$ cat src/hw/rtl/colour_fade_envelope_defines.svh
// Assertion macros shared by the colour fade envelope RTL.
`ifndef COLOUR_FADE_ENVELOPE_DEFINES_SVH
`define COLOUR_FADE_ENVELOPE_DEFINES_SVH

// Check that a condition implies another in the same cycle.
`define CFE_ASSERT_SAME(label, clk, rst, ante, cons) \
   label: assert property (@(posedge clk) disable iff (rst) (ante) |-> (cons)) \
      else $error("same-cycle implication failed");

// Check that a condition implies another in the next cycle.
`define CFE_ASSERT_NEXT(label, clk, rst, ante, cons) \
   label: assert property (@(posedge clk) disable iff (rst) (ante) |=> (cons)) \
      else $error("next-cycle implication failed");

`endif

$ cat src/hw/rtl/cfe_pkg.sv
// Types and constants shared by the colour fade envelope modules.
package cfe_pkg;

   localparam int LEN_W       = 24;
   localparam int ELAPSED_W   = 26;
   localparam int DT_W        = 16;
   localparam int CH_W        = 4;
   localparam int CSR_IDX_W   = 3;
   localparam int CSR_DATA_W  = 32;
   localparam int RSP_TDATA_W = 104;

   // Last of the twelve byte channels (three colours, four bytes each)
   localparam logic [CH_W-1:0] CH_LAST = 4'd11;

   // Register indexes of the configuration port
   localparam logic [CSR_IDX_W-1:0] CSR_FADE_IN     = 3'd0;
   localparam logic [CSR_IDX_W-1:0] CSR_HOLD        = 3'd1;
   localparam logic [CSR_IDX_W-1:0] CSR_FADE_OUT    = 3'd2;
   localparam logic [CSR_IDX_W-1:0] CSR_TARGET      = 3'd3;
   localparam logic [CSR_IDX_W-1:0] CSR_ORIGIN_ONE  = 3'd4;
   localparam logic [CSR_IDX_W-1:0] CSR_ORIGIN_TWO  = 3'd5;
   localparam logic [CSR_IDX_W-1:0] CSR_ORIGIN_AMB  = 3'd6;

   typedef enum logic [1:0] {
      PH_IDLE = 2'd0,
      PH_IN   = 2'd1,
      PH_HOLD = 2'd2,
      PH_OUT  = 2'd3
   } phase_type;

   typedef enum logic [1:0] {
      ZONE_IN,
      ZONE_HOLD,
      ZONE_OUT,
      ZONE_END
   } zone_type;

   typedef enum logic [2:0] {
      ST_IDLE,
      ST_ADD,
      ST_CLASSIFY,
      ST_FOE,
      ST_DIV,
      ST_BLEND,
      ST_EMIT
   } ctl_state_type;

   // RGBA8 colour, byte 0 is A, byte 3 is R
   typedef logic [3:0][7:0] colour_type;

   typedef struct packed {
      logic [LEN_W-1:0]     fade_in_length;
      logic [LEN_W-1:0]     hold_length;
      logic [LEN_W-1:0]     fade_out_length;
      logic [LEN_W:0]       end_hold;
      logic [ELAPSED_W-1:0] end_all;
      colour_type           target;
      colour_type           origin_one;
      colour_type           origin_two;
      colour_type           origin_ambient;
   } cfg_type;

   typedef struct packed {
      logic load_item;
      logic start;
      logic clear_result;
      logic add_elapsed;
      logic classify;
      logic foe_check;
      logic div_step;
      logic blend_step;
      logic emit;
   } cmd_type;

   typedef struct packed {
      logic     kind;
      logic     phase_idle;
      zone_type zone;
      logic     foe_done;
      logic     div_last;
      logic     blend_last;
   } status_type;

endpackage

$ cat src/hw/rtl/cfe_csr.sv
// Configuration registers and precomputed phase boundaries.
module cfe_csr (
   input  logic                             clock,
   input  logic                             reset,
   input  logic                             csr_we,
   input  logic [cfe_pkg::CSR_IDX_W-1:0]    csr_index,
   input  logic [cfe_pkg::CSR_DATA_W-1:0]   csr_wdata,
   output cfe_pkg::cfg_type                 cfg
);
   import cfe_pkg::*;

   logic [LEN_W-1:0]     fade_in_ff, fade_in_in;
   logic [LEN_W-1:0]     hold_ff, hold_in;
   logic [LEN_W-1:0]     fade_out_ff, fade_out_in;
   colour_type           target_ff, target_in;
   colour_type           origin_one_ff, origin_one_in;
   colour_type           origin_two_ff, origin_two_in;
   colour_type           origin_amb_ff, origin_amb_in;
   logic [LEN_W:0]       end_hold_ff, end_hold_in;
   logic [ELAPSED_W-1:0] end_all_ff, end_all_in;

   // Decode the register write; unknown indexes drop the write
   always_comb begin
      fade_in_in    = fade_in_ff;
      hold_in       = hold_ff;
      fade_out_in   = fade_out_ff;
      target_in     = target_ff;
      origin_one_in = origin_one_ff;
      origin_two_in = origin_two_ff;
      origin_amb_in = origin_amb_ff;
      if (csr_we) begin
         unique case (csr_index)
            CSR_FADE_IN:    fade_in_in    = csr_wdata[LEN_W-1:0];
            CSR_HOLD:       hold_in       = csr_wdata[LEN_W-1:0];
            CSR_FADE_OUT:   fade_out_in   = csr_wdata[LEN_W-1:0];
            CSR_TARGET:     target_in     = csr_wdata;
            CSR_ORIGIN_ONE: origin_one_in = csr_wdata;
            CSR_ORIGIN_TWO: origin_two_in = csr_wdata;
            CSR_ORIGIN_AMB: origin_amb_in = csr_wdata;
            default: ;
         endcase
      end
   end

   // Phase boundaries are registered and follow the length registers in the next cycle
   assign end_hold_in = {1'b0, fade_in_ff} + {1'b0, hold_ff};
   assign end_all_in  = ELAPSED_W'(fade_in_ff) + ELAPSED_W'(hold_ff)
                        + ELAPSED_W'(fade_out_ff);

   always_ff @(posedge clock) begin
      if (reset) begin
         fade_in_ff    <= '0;
         hold_ff       <= '0;
         fade_out_ff   <= '0;
         target_ff     <= '0;
         origin_one_ff <= '0;
         origin_two_ff <= '0;
         origin_amb_ff <= '0;
         end_hold_ff   <= '0;
         end_all_ff    <= '0;
      end else begin
         fade_in_ff    <= fade_in_in;
         hold_ff       <= hold_in;
         fade_out_ff   <= fade_out_in;
         target_ff     <= target_in;
         origin_one_ff <= origin_one_in;
         origin_two_ff <= origin_two_in;
         origin_amb_ff <= origin_amb_in;
         end_hold_ff   <= end_hold_in;
         end_all_ff    <= end_all_in;
      end
   end

   assign cfg.fade_in_length  = fade_in_ff;
   assign cfg.hold_length     = hold_ff;
   assign cfg.fade_out_length = fade_out_ff;
   assign cfg.end_hold        = end_hold_ff;
   assign cfg.end_all         = end_all_ff;
   assign cfg.target          = target_ff;
   assign cfg.origin_one      = origin_one_ff;
   assign cfg.origin_two      = origin_two_ff;
   assign cfg.origin_ambient  = origin_amb_ff;

endmodule

$ cat src/hw/rtl/cfe_datapath.sv
// Envelope state, fraction divider, shared channel blender and result register.
`include "colour_fade_envelope_defines.svh"

module cfe_datapath #(
   parameter int FRACTION_BITS = 16
) (
   input  logic                         clock,
   input  logic                         reset,
   input  cfe_pkg::cfg_type             cfg,
   input  cfe_pkg::cmd_type             cmd,
   output cfe_pkg::status_type          status,
   input  logic                         in_kind,
   input  logic [cfe_pkg::DT_W-1:0]     in_delta,
   output cfe_pkg::phase_type           out_phase,
   output logic                         out_valid,
   output cfe_pkg::colour_type          out_one,
   output cfe_pkg::colour_type          out_two,
   output cfe_pkg::colour_type          out_amb
);
   import cfe_pkg::*;

   localparam int CNT_W = $clog2(FRACTION_BITS);

   logic                     kind_ff, kind_in;
   logic [DT_W-1:0]          dt_ff, dt_in;
   phase_type                phase_ff, phase_in;
   logic [ELAPSED_W-1:0]     elapsed_ff, elapsed_in;
   logic [LEN_W-1:0]         foe_ff, foe_in;
   logic [LEN_W-1:0]         len_ff, len_in;
   logic [LEN_W-1:0]         rem_ff, rem_in;
   logic [FRACTION_BITS-1:0] quo_ff, quo_in;
   logic [CNT_W-1:0]         cnt_ff, cnt_in;
   logic                     dir_ff, dir_in;
   logic [CH_W-1:0]          ch_ff, ch_in;
   colour_type               res_one_ff, res_one_in;
   colour_type               res_two_ff, res_two_in;
   colour_type               res_amb_ff, res_amb_in;
   logic                     col_valid_ff, col_valid_in;
   phase_type                out_phase_ff, out_phase_in;
   logic                     out_valid_ff, out_valid_in;
   colour_type               out_one_ff, out_one_in;
   colour_type               out_two_ff, out_two_in;
   colour_type               out_amb_ff, out_amb_in;

   logic [ELAPSED_W:0]       elapsed_sum;
   logic [ELAPSED_W-1:0]     elapsed_sat;
   logic [LEN_W:0]           foe_sum;
   logic [LEN_W-1:0]         foe_sat;
   zone_type                 zone;
   logic                     foe_done;
   logic [LEN_W:0]           rem_dbl;
   logic [LEN_W:0]           rem_sub;
   logic                     rem_ge;
   colour_type               origin_sel;
   logic [7:0]               byte_a;
   logic [7:0]               byte_b;
   logic signed [8:0]        byte_diff;
   logic signed [FRACTION_BITS:0]   frac_s;
   logic signed [FRACTION_BITS+9:0] prod;
   logic [7:0]               blended;

   // Saturating time accumulators
   assign elapsed_sum = {1'b0, elapsed_ff} + (ELAPSED_W+1)'(dt_ff);
   assign elapsed_sat = elapsed_sum[ELAPSED_W] ? '1 : elapsed_sum[ELAPSED_W-1:0];
   assign foe_sum     = {1'b0, foe_ff} + (LEN_W+1)'(dt_ff);
   assign foe_sat     = foe_sum[LEN_W] ? '1 : foe_sum[LEN_W-1:0];

   // Locate the elapsed time among the phase boundaries
   always_comb begin
      priority if (elapsed_ff < ELAPSED_W'(cfg.fade_in_length)) begin
         zone = ZONE_IN;
      end else if (elapsed_ff < ELAPSED_W'(cfg.end_hold)) begin
         zone = ZONE_HOLD;
      end else if (elapsed_ff < cfg.end_all) begin
         zone = ZONE_OUT;
      end else begin
         zone = ZONE_END;
      end
   end

   assign foe_done = (foe_ff >= cfg.fade_out_length);

   // One restoring division step: one fraction bit per cycle
   assign rem_dbl = {rem_ff, 1'b0};
   assign rem_sub = rem_dbl - {1'b0, len_ff};
   assign rem_ge  = (rem_dbl >= {1'b0, len_ff});

   // Pick the origin colour of the channel being blended
   always_comb begin
      unique case (ch_ff[CH_W-1:2])
         2'd0:    origin_sel = cfg.origin_one;
         2'd1:    origin_sel = cfg.origin_two;
         default: origin_sel = cfg.origin_ambient;
      endcase
   end

   // Blend one byte: a + floor((b - a) * f / 2^FB)
   assign byte_a    = dir_ff ? cfg.target[ch_ff[1:0]] : origin_sel[ch_ff[1:0]];
   assign byte_b    = dir_ff ? origin_sel[ch_ff[1:0]] : cfg.target[ch_ff[1:0]];
   assign byte_diff = $signed({1'b0, byte_b}) - $signed({1'b0, byte_a});
   assign frac_s    = $signed({1'b0, quo_ff});
   assign prod      = byte_diff * frac_s;
   assign blended   = byte_a + prod[FRACTION_BITS+7:FRACTION_BITS];

   always_comb begin
      kind_in      = kind_ff;
      dt_in        = dt_ff;
      phase_in     = phase_ff;
      elapsed_in   = elapsed_ff;
      foe_in       = foe_ff;
      len_in       = len_ff;
      rem_in       = rem_ff;
      quo_in       = quo_ff;
      cnt_in       = cnt_ff;
      dir_in       = dir_ff;
      ch_in        = ch_ff;
      res_one_in   = res_one_ff;
      res_two_in   = res_two_ff;
      res_amb_in   = res_amb_ff;
      col_valid_in = col_valid_ff;
      out_phase_in = out_phase_ff;
      out_valid_in = out_valid_ff;
      out_one_in   = out_one_ff;
      out_two_in   = out_two_ff;
      out_amb_in   = out_amb_ff;

      // Capture the accepted transaction
      if (cmd.load_item) begin
         kind_in = in_kind;
         dt_in   = in_delta;
      end

      // Restart the effect
      if (cmd.start) begin
         phase_in     = PH_IN;
         elapsed_in   = '0;
         foe_in       = '0;
         res_one_in   = '0;
         res_two_in   = '0;
         res_amb_in   = '0;
         col_valid_in = 1'b0;
      end

      // Tick while idle gives an empty result
      if (cmd.clear_result) begin
         res_one_in   = '0;
         res_two_in   = '0;
         res_amb_in   = '0;
         col_valid_in = 1'b0;
      end

      if (cmd.add_elapsed) begin
         elapsed_in = elapsed_sat;
      end

      // Apply the phase that the new elapsed time falls in
      if (cmd.classify) begin
         unique case (zone)
            ZONE_IN: begin
               phase_in     = PH_IN;
               col_valid_in = 1'b1;
               len_in       = cfg.fade_in_length;
               rem_in       = elapsed_ff[LEN_W-1:0];
               quo_in       = '0;
               cnt_in       = CNT_W'(FRACTION_BITS - 1);
               dir_in       = 1'b0;
               ch_in        = '0;
            end
            ZONE_HOLD: begin
               phase_in     = PH_HOLD;
               res_one_in   = '0;
               res_two_in   = '0;
               res_amb_in   = '0;
               col_valid_in = 1'b0;
            end
            ZONE_OUT: begin
               phase_in = PH_OUT;
               foe_in   = foe_sat;
            end
            ZONE_END: begin
               phase_in     = PH_IDLE;
               elapsed_in   = '0;
               foe_in       = '0;
               res_one_in   = cfg.origin_one;
               res_two_in   = cfg.origin_two;
               res_amb_in   = cfg.origin_ambient;
               col_valid_in = 1'b1;
            end
            default: ;
         endcase
      end

      // Fade out: origins once its counter is spent, else blend back
      if (cmd.foe_check) begin
         col_valid_in = 1'b1;
         if (foe_done) begin
            res_one_in = cfg.origin_one;
            res_two_in = cfg.origin_two;
            res_amb_in = cfg.origin_ambient;
         end else begin
            len_in = cfg.fade_out_length;
            rem_in = foe_ff;
            quo_in = '0;
            cnt_in = CNT_W'(FRACTION_BITS - 1);
            dir_in = 1'b1;
            ch_in  = '0;
         end
      end

      if (cmd.div_step) begin
         rem_in = rem_ge ? rem_sub[LEN_W-1:0] : rem_dbl[LEN_W-1:0];
         quo_in = {quo_ff[FRACTION_BITS-2:0], rem_ge};
         cnt_in = cnt_ff - 1'b1;
      end

      // Write the blended byte into its colour
      if (cmd.blend_step) begin
         unique case (ch_ff[CH_W-1:2])
            2'd0:    res_one_in[ch_ff[1:0]] = blended;
            2'd1:    res_two_in[ch_ff[1:0]] = blended;
            default: res_amb_in[ch_ff[1:0]] = blended;
         endcase
         ch_in = ch_ff + 1'b1;
      end

      // Hand the finished result to the output register
      if (cmd.emit) begin
         out_phase_in = phase_ff;
         out_valid_in = col_valid_ff;
         out_one_in   = res_one_ff;
         out_two_in   = res_two_ff;
         out_amb_in   = res_amb_ff;
      end
   end

   always_ff @(posedge clock) begin
      if (reset) begin
         phase_ff   <= PH_IDLE;
         elapsed_ff <= '0;
         foe_ff     <= '0;
      end else begin
         phase_ff   <= phase_in;
         elapsed_ff <= elapsed_in;
         foe_ff     <= foe_in;
      end
   end

   always_ff @(posedge clock) begin
      kind_ff      <= kind_in;
      dt_ff        <= dt_in;
      len_ff       <= len_in;
      rem_ff       <= rem_in;
      quo_ff       <= quo_in;
      cnt_ff       <= cnt_in;
      dir_ff       <= dir_in;
      ch_ff        <= ch_in;
      res_one_ff   <= res_one_in;
      res_two_ff   <= res_two_in;
      res_amb_ff   <= res_amb_in;
      col_valid_ff <= col_valid_in;
      out_phase_ff <= out_phase_in;
      out_valid_ff <= out_valid_in;
      out_one_ff   <= out_one_in;
      out_two_ff   <= out_two_in;
      out_amb_ff   <= out_amb_in;
   end

   assign status.kind       = kind_ff;
   assign status.phase_idle = (phase_ff == PH_IDLE);
   assign status.zone       = zone;
   assign status.foe_done   = foe_done;
   assign status.div_last   = (cnt_ff == '0);
   assign status.blend_last = (ch_ff == CH_LAST);

   assign out_phase = out_phase_ff;
   assign out_valid = out_valid_ff;
   assign out_one   = out_one_ff;
   assign out_two   = out_two_ff;
   assign out_amb   = out_amb_ff;

   `CFE_ASSERT_SAME(a_div_rem_below_len, clock, reset, cmd.div_step, rem_ff < len_ff)
   `CFE_ASSERT_SAME(a_blend_channel_range, clock, reset, cmd.blend_step, ch_ff <= CH_LAST)
   `CFE_ASSERT_NEXT(a_end_clears_time, clock, reset, cmd.classify && (zone == ZONE_END), (elapsed_ff == '0) && (foe_ff == '0) && (phase_ff == PH_IDLE))

endmodule

$ cat src/hw/rtl/cfe_ctl.sv
// Sequencing state machine and result handshake of the colour fade envelope.
`include "colour_fade_envelope_defines.svh"

module cfe_ctl (
   input  logic                 clock,
   input  logic                 reset,
   input  logic                 req_tvalid,
   output logic                 req_tready,
   output logic                 rsp_tvalid,
   input  logic                 rsp_tready,
   input  cfe_pkg::status_type  status,
   output cfe_pkg::cmd_type     cmd
);
   import cfe_pkg::*;

   ctl_state_type state_ff, state_in;
   logic          rsp_tvalid_ff, rsp_tvalid_in;
   logic          slot_free;

   assign slot_free = !rsp_tvalid_ff || rsp_tready;

   // Next state and datapath commands
   always_comb begin
      state_in   = state_ff;
      cmd        = '0;
      req_tready = 1'b0;
      unique case (state_ff)
         ST_IDLE: begin
            req_tready = 1'b1;
            if (req_tvalid) begin
               cmd.load_item = 1'b1;
               state_in      = ST_ADD;
            end
         end
         ST_ADD: begin
            priority if (status.kind) begin
               cmd.start = 1'b1;
               state_in  = ST_EMIT;
            end else if (status.phase_idle) begin
               cmd.clear_result = 1'b1;
               state_in         = ST_EMIT;
            end else begin
               cmd.add_elapsed = 1'b1;
               state_in        = ST_CLASSIFY;
            end
         end
         ST_CLASSIFY: begin
            cmd.classify = 1'b1;
            unique case (status.zone)
               ZONE_IN:  state_in = ST_DIV;
               ZONE_OUT: state_in = ST_FOE;
               default:  state_in = ST_EMIT;
            endcase
         end
         ST_FOE: begin
            cmd.foe_check = 1'b1;
            state_in      = status.foe_done ? ST_EMIT : ST_DIV;
         end
         ST_DIV: begin
            cmd.div_step = 1'b1;
            if (status.div_last) begin
               state_in = ST_BLEND;
            end
         end
         ST_BLEND: begin
            cmd.blend_step = 1'b1;
            if (status.blend_last) begin
               state_in = ST_EMIT;
            end
         end
         ST_EMIT: begin
            if (slot_free) begin
               cmd.emit = 1'b1;
               state_in = ST_IDLE;
            end
         end
         default: state_in = ST_IDLE;
      endcase
   end

   // Hold the result valid until the consumer takes it
   always_comb begin
      rsp_tvalid_in = rsp_tvalid_ff && !rsp_tready;
      if (cmd.emit) begin
         rsp_tvalid_in = 1'b1;
      end
   end

   always_ff @(posedge clock) begin
      if (reset) begin
         state_ff      <= ST_IDLE;
         rsp_tvalid_ff <= 1'b0;
      end else begin
         state_ff      <= state_in;
         rsp_tvalid_ff <= rsp_tvalid_in;
      end
   end

   assign rsp_tvalid = rsp_tvalid_ff;

   `CFE_ASSERT_NEXT(a_accept_goes_to_add, clock, reset, req_tvalid && req_tready, state_ff == ST_ADD)
   `CFE_ASSERT_NEXT(a_fade_in_divides, clock, reset, (state_ff == ST_CLASSIFY) && (status.zone == ZONE_IN), state_ff == ST_DIV)
   `CFE_ASSERT_NEXT(a_emit_shows_result, clock, reset, (state_ff == ST_EMIT) && slot_free, rsp_tvalid_ff && (state_ff == ST_IDLE))

endmodule

$ cat src/hw/rtl/colour_fade_envelope.sv
// Top level of the fade-in, hold and fade-out colour envelope.
//
// Each request transaction is either a start (tuser = 1) or a time tick
// carrying delta_time, and gives exactly one response transaction with the
// phase after the item, a colour-valid flag and three RGBA8 colours. Items
// are taken one at a time. A start or a tick while idle goes from the add
// state straight to emit, a tick that lands in hold or ends the effect also
// passes the classify state, and a fade-out tick whose counter is spent
// passes the fade-out check too. A blended tick runs a restoring divider for
// the fraction, one bit per cycle, then one shared byte multiplier over the
// twelve colour channels, after the fade-out check when in fade out. A
// response waiting in the output register stalls only the final hand-off,
// not acceptance.
module colour_fade_envelope #(
   parameter int FRACTION_BITS = 16
) (
   input  logic                               clock,
   input  logic                               reset,
   // Request channel
   input  logic                               req_tvalid,
   output logic                               req_tready,
   input  logic [15:0]                        req_tdata,  // [15:0] delta_time
   input  logic                               req_tuser,  // [0] kind
   // Response channel
   output logic                               rsp_tvalid,
   input  logic                               rsp_tready,
   // [1:0] phase_now, [33:2] light_one_colour, [65:34] light_two_colour,
   // [97:66] ambient_colour, [103:98] zero
   output logic [cfe_pkg::RSP_TDATA_W-1:0]    rsp_tdata,
   output logic                               rsp_tuser,  // [0] colour_valid
   // Configuration port
   input  logic                               csr_we,
   input  logic [cfe_pkg::CSR_IDX_W-1:0]      csr_index,
   input  logic [cfe_pkg::CSR_DATA_W-1:0]     csr_wdata
);
   import cfe_pkg::*;

   cfg_type    cfg;
   cmd_type    cmd;
   status_type status;
   phase_type  out_phase;
   logic       out_valid;
   colour_type out_one;
   colour_type out_two;
   colour_type out_amb;

   cfe_csr u_csr (
      .clock     (clock),
      .reset     (reset),
      .csr_we    (csr_we),
      .csr_index (csr_index),
      .csr_wdata (csr_wdata),
      .cfg       (cfg)
   );

   cfe_ctl u_ctl (
      .clock      (clock),
      .reset      (reset),
      .req_tvalid (req_tvalid),
      .req_tready (req_tready),
      .rsp_tvalid (rsp_tvalid),
      .rsp_tready (rsp_tready),
      .status     (status),
      .cmd        (cmd)
   );

   cfe_datapath #(
      .FRACTION_BITS (FRACTION_BITS)
   ) u_datapath (
      .clock     (clock),
      .reset     (reset),
      .cfg       (cfg),
      .cmd       (cmd),
      .status    (status),
      .in_kind   (req_tuser),
      .in_delta  (req_tdata),
      .out_phase (out_phase),
      .out_valid (out_valid),
      .out_one   (out_one),
      .out_two   (out_two),
      .out_amb   (out_amb)
   );

   // Pack the response fields, lowest field first
   assign rsp_tdata = {6'b0, out_amb, out_two, out_one, out_phase};
   assign rsp_tuser = out_valid;

endmodule

$ cat config.mk
export PLATFORM = sky130hd
export DESIGN_NAME = colour_fade_envelope
export DESIGN_NICKNAME = d
export VERILOG_FILES = /design/src/hw/rtl/cfe_pkg.sv /design/src/hw/rtl/cfe_csr.sv /design/src/hw/rtl/cfe_datapath.sv /design/src/hw/rtl/cfe_ctl.sv /design/src/hw/rtl/colour_fade_envelope.sv
export VERILOG_INCLUDE_DIRS = /design/src /design/src/hw/rtl
export SDC_FILE = /design/constraint.sdc
export NUM_CORES = 2
export LEC_CHECK = 0
export ABC_AREA = 1
export BUFFER_PORTS_ARGS = -buffer_cell sky130_fd_sc_hd__buf_2
export CAP_MARGIN = 10
export CORE_ASPECT_RATIO = 0.6
export CORE_MARGIN = 10
export CORE_UTILIZATION = 32
export DETAILED_ROUTE_END_ITERATION = 6
export PLACE_DENSITY = 0.52
export RECOVER_POWER = 50
export SETUP_SLACK_MARGIN = 0.1
export SYNTH_ARGS = -nofsm -noshare
export SYNTH_HDL_FRONTEND = slang
export SYNTH_HIERARCHICAL = 1
export SYNTH_SLANG_ARGS = --single-unit
$ cat constraint.sdc
create_clock -name clock -period 11 [get_ports clock]
set_input_delay 2.75 -clock clock [delete_from_list [all_inputs] [get_ports clock]]
set_output_delay 2.75 -clock clock [all_outputs]
set_load 0.1 [all_outputs]
Yosys cells after proc, flatten, opt, wreduce, memory -nomap -nowiden
Index checks and enable logic that the tools add are counted.
{"block": "totals", "ff_bits": 593, "input_bits": 57}
{"block": "classes", "add_sub_neg": 10, "mul": 1, "n_lt_le_gt_ge": 7, "eq_ne": 21, "n_mux": 108, "n_reduce_logical": 22}
{"operator": "$mux 32", "count": 21}
{"operator": "$mux 24", "count": 13}
{"operator": "$pmux 32 s2", "count": 4}
{"operator": "$mux 26", "count": 5}
{"operator": "$bwmux 32", "count": 3}
{"operator": "$mux 16", "count": 5}
{"operator": "$add 24x24->25", "count": 2}
{"operator": "$pmux 24 s2", "count": 1}
{"operator": "$mux 4", "count": 10}
{"operator": "$mux 8", "count": 5}
{"operator": "$bmux 8 s2", "count": 2}
{"operator": "$add 26x16->27", "count": 1}
{"operator": "$add 26x24->26", "count": 1}
{"operator": "$lt 26x24->1", "count": 1}
{"operator": "$lt 26x25->1", "count": 1}
{"operator": "$lt 26x26->1", "count": 1}
{"operator": "$add 24x16->25", "count": 1}
{"operator": "$ge 25x24->1", "count": 1}
{"operator": "$ge 24x24->1", "count": 1}
{"operator": "$mul 9x17->24", "count": 1}
{"operator": "$sub 24x24->24", "count": 1}
{"operator": "$mux 1", "count": 21}
{"operator": "$mux 3", "count": 7}
{"operator": "$pmux 3 s7", "count": 1}
{"operator": "29 further kinds", "count": 59}

Depth between registers and ports, before layout
{"block": "depth", "ltp_word": 13, "ltp_mapped": 61, "depth_no_buf": 58}

Hierarchy
Netlist, hierarchy kept.
{"mod": "cfe_datapath", "instances": 1, "cells_per_inst": 3230, "area_per_inst_um2": 25004.0, "seq_area_each_um2": 7927.6}
{"mod": "cfe_csr", "instances": 1, "cells_per_inst": 1744, "area_per_inst_um2": 12125.4, "seq_area_each_um2": 5024.8}
{"mod": "cfe_ctl", "instances": 1, "cells_per_inst": 62, "area_per_inst_um2": 355.3, "seq_area_each_um2": 80.1}
{"mod": "colour_fade_envelope", "instances": 1, "cells_per_inst": 7, "area_per_inst_um2": 48.8, "seq_area_each_um2": 0.0}

Worst setup path before layout
Ideal clock, no wire load.
{"block": "synth_timing", "path_kind": "input to register", "start": "in rsp_tready", "end": "reg u_datapath.out_amb_ff, in the netlist u_datapath/out_amb[0], enable pin", "setup_time_ns": 0.679, "arrival_time_ns": 9.504, "t_required_ns": 10.321, "path_slack_ns": 0.817, "stages": 2, "n_path_buf": 0, "cell_sequence": "nor2_1 nor3_1"}
{"item": "from (decl)", "line": "colour_fade_envelope.sv:26", "source": "input logic rsp_tready,"}
{"item": "to (signal assigned)", "line": "cfe_datapath.sv:265", "source": "out_amb_ff <= out_amb_in;"}
{"item": "to (decl)", "line": "cfe_datapath.sv:43", "source": "colour_type out_amb_ff, out_amb_in;"}

==> results by group <==
Placed design
  • GPL Wtd Cong: 0.9521
  • Placed insts: 6594
  • Hpwl dp: 110200 um
  • Buffers on Ports: 157
  • Setup WS pre-CTS: 609.7 ps

Clocking
  • Worst-Skew Late Latency: 650 ps
  • CTS tree: yes
  • # hold bufs at CTS: 0
  • Total CTS buffers: 67
  • CTS resizes: 0
  • Clk sinks: 593
  • CTS Root Buffer Type: clkbuf_16
  • Clock transition at the registers of the reported paths: 60 ps
  • # Post-CTS Setup Buffers: 0
  • H-tree lvl count: 3
  • Clock Tree Buf Depth: 3

Timing
  • RSZ-0062 raised after global routing: false
  • Post-route clock period utilization: 92.50%
  • Relative slew slack: -206.0%
  • Count of pins over their slew limit: 362
  • Maximum clock rate: 98.28 MHz
  • Final worst slack: 825.0 ps
  • Setup tns final: 0 ps
  • Minimum clock period: 10170 ps
  • Clk_skew: 22.13 ps
  • Final Setup Violations: 0
  • Worst Tran Pin Value: 4589 ps
  • Hold Vio Cnt, Final: 0

Global routing
  • Grt total ovfl: 0
  • Initial antenna violation count: 4
  • Largest net degree at the start of global routing: 134
  • Via count of the first global-routing pass: 30746
  • Total track usage: 20.66%
  • First-pass GRT wire length: 207300 um

Die
  • Die extent in y: 285.3 um
  • Die width: 462.1 um
  • # IOs: 164
  • Core Region: 116500 um2
  • Die area: 131800 um2
  • Row cnt: 97
  • Starting Density: 32.21%

Route
  • DR DRC count: 0
  • DRT iter0 DRCs: 4152
  • DR vias: 34618
  • Post-route ant nets: 0
  • Drt pass-1 iters: 6
  • Routed WL per cell: 21.07 um
  • Routed WL: 141600 um
  • Vias per cell: 5.151

Setup path
  • CP endpoint kind: register
  • Most frequent cell on the critical path: nand2_1
  • Crit path max fanout: 24
  • CP Data Required Time: 11540 ps
  • Crit path DAT: 10710 ps
  • Startpoint Class: register
  • Largest stage delay on the critical path: 590 ps
  • Setup CP Type: reg -> reg
  • CP max stage cell: xor2_2

Synthesis
  • Cell area after synthesis: 37530 um2
  • Main flop type after synthesis: dfxtp_1
  • Area share of the leading cell type in the synthesized netlist: 25.44%
  • Async SR Flop Fraction: 0%
  • Register area share after synthesis: 34.72%
  • Most area-hungry cell type in the Yosys netlist: dfxtp_1
  • Mapped Cells: 5043
  • Ys Warns: 6
  • Avg Synthesized Cell Area: 7.443 um2
  • Top cells by count, synth: 993 x nand2_1, 675 x nor2_1, 656 x inv_1
  • Post-synth cell types: 66
  • Synth Register Bits: 593
  • Most common cell in the netlist: nand2_1
  • Number of synthesized flops with an enable pin: 116
  • Top post-synthesis cells by area: dfxtp_1 25%, nand2_1 9.9%, edfxtp_1 9.3%

Cells and area
  • Non-Filler Instances: 6721
  • Area growth from synthesis to layout: 11.53%
  • Nets: 5592
  • Fraction of layout cells with a size suffix above 1: 8.126%

Job
  • Max Cap Violations: 5

Outcome
  • Violated checks: capacitance limit, slew limit
  • Status: complete, but fails checks

Hold path
  • Worst hold path class: reg -> reg
## final timing paths
| kind | slack, ps | depth (start not counted) | endpoint | startpoint |
|---|---|---|---|---|
| max reg2reg | 830 | 47 | u_datapath/res_two_ff[18] | u_datapath/ch_ff[3] |
| max | 830 | 47 | u_datapath/res_two_ff[18] | u_datapath/ch_ff[3] |
| min reg2reg | 430 | 0 | u_datapath/out_one[7] | u_datapath/res_one_ff[7] |
| min | 430 | 0 | u_datapath/out_one[7] | u_datapath/res_one_ff[7] |
## cell type report
type | instances | area [um2]
Clock inverter | 32 | 262.8
Timing Repair Buffer | 215 | 1195
Tap cell | 1534 | 1919
Clock buffer | 89 | 1822
Fill cell | 12369 | 74650
Inverter | 683 | 2567
Sequential cell | 593 | 13030
Multi-Input combinational cell | 3569 | 21050
Antenna cell | 6 | 15.01
## routing by layer
| metal | global-route usage (%) | share of wire [%] | wire (um) |
|---|---|---|---|
| met4 | 2.937 | 1.2 | 1662 |
| met2 | 26.24 | 37 | 52300 |
| met3 | 5.443 | 10 | 14340 |
| met5 | 0 | 0 | 0 |
| met1 | 33.95 | 52 | 73280 |
## critical path, delay by kind of cell (launching register included)
kind | cells | cell delay [ps]
flops | 1 | 420
simple gates | 14 | 1110
fa+ha+maj | 9 | 3810
buf+inv | 11 | 1580
compound gates | 11 | 2360
xor+xnor | 2 | 770
## registers in the layout (all words and copies together) (netlist names), 2 cells and up
name	flops
u_datapath/res_amb_ff	32
u_datapath/len_ff	24
u_csr/cfg	128
u_ctl/state_ff	3
u_datapath/rem_ff	24
u_csr/end_all_ff	26
u_datapath/res_one_ff	32
u_datapath/cnt_ff	4
u_datapath/res_two_ff	32
u_datapath/out_amb	32
u_datapath/foe_ff	24
u_datapath/quo_ff	16
u_csr/end_hold_ff	25
u_csr/fade_out_ff	24
u_datapath/out_phase	2
u_datapath/ch_ff	4
u_datapath/dt_ff	16
u_datapath/out_one	32
u_datapath/phase_ff	2
u_csr/fade_in_ff	24
u_datapath/elapsed_ff	26
u_csr/hold_ff	24
u_datapath/out_two	32
## cells in the final DEF (no fill, tap or decap), drive strengths merged, types with 11 or more instances in the layout
cell type / instances
a21o: 11
a21oi: 328
a221oi: 13
a31oi: 11
buf: 206
clkbuf: 98
clkinv: 23
dfxtp: 477
edfxtp: 116
fa: 129
ha: 277
inv: 684
nand2: 1023
nand3: 240
nand3b: 11
nand4: 41
nor2: 697
nor3: 28
o211ai: 92
o21ai: 476
o32ai: 16
xnor2: 32
xor2: 37
## logic make-up after synthesis
kind of cell               Yosys count  share of synthesized area (%)
AOI/OAI and AO/OA                 1025                          15.49
other                                1                       0.009991
adders and majority gates          406                          16.11
DFF                                593                          34.72
xor gates and xnor gates            69                          1.630
buffers and inverters              886                          9.347
and+or+nand+nor                   2063                          22.69
## stage by stage
step / hold slack, ps / instance area (um2) / util, %
5_1_grt: 445.3 / 41850 / 35.92
2_1_floorplan: 408.2 / 37550 / -
4_1_cts: 432.8 / 41870 / 35.93
6_report: 428.1 / 41860 / 35.93
3_3_place_gp: 416.9 / 39780 / 34.15
3_5_place_dp: 416.8 / 39780 / 34.15
Power is not shown: default switching activity piles up to over one toggle a cycle in this logic, so the estimate is an artifact.
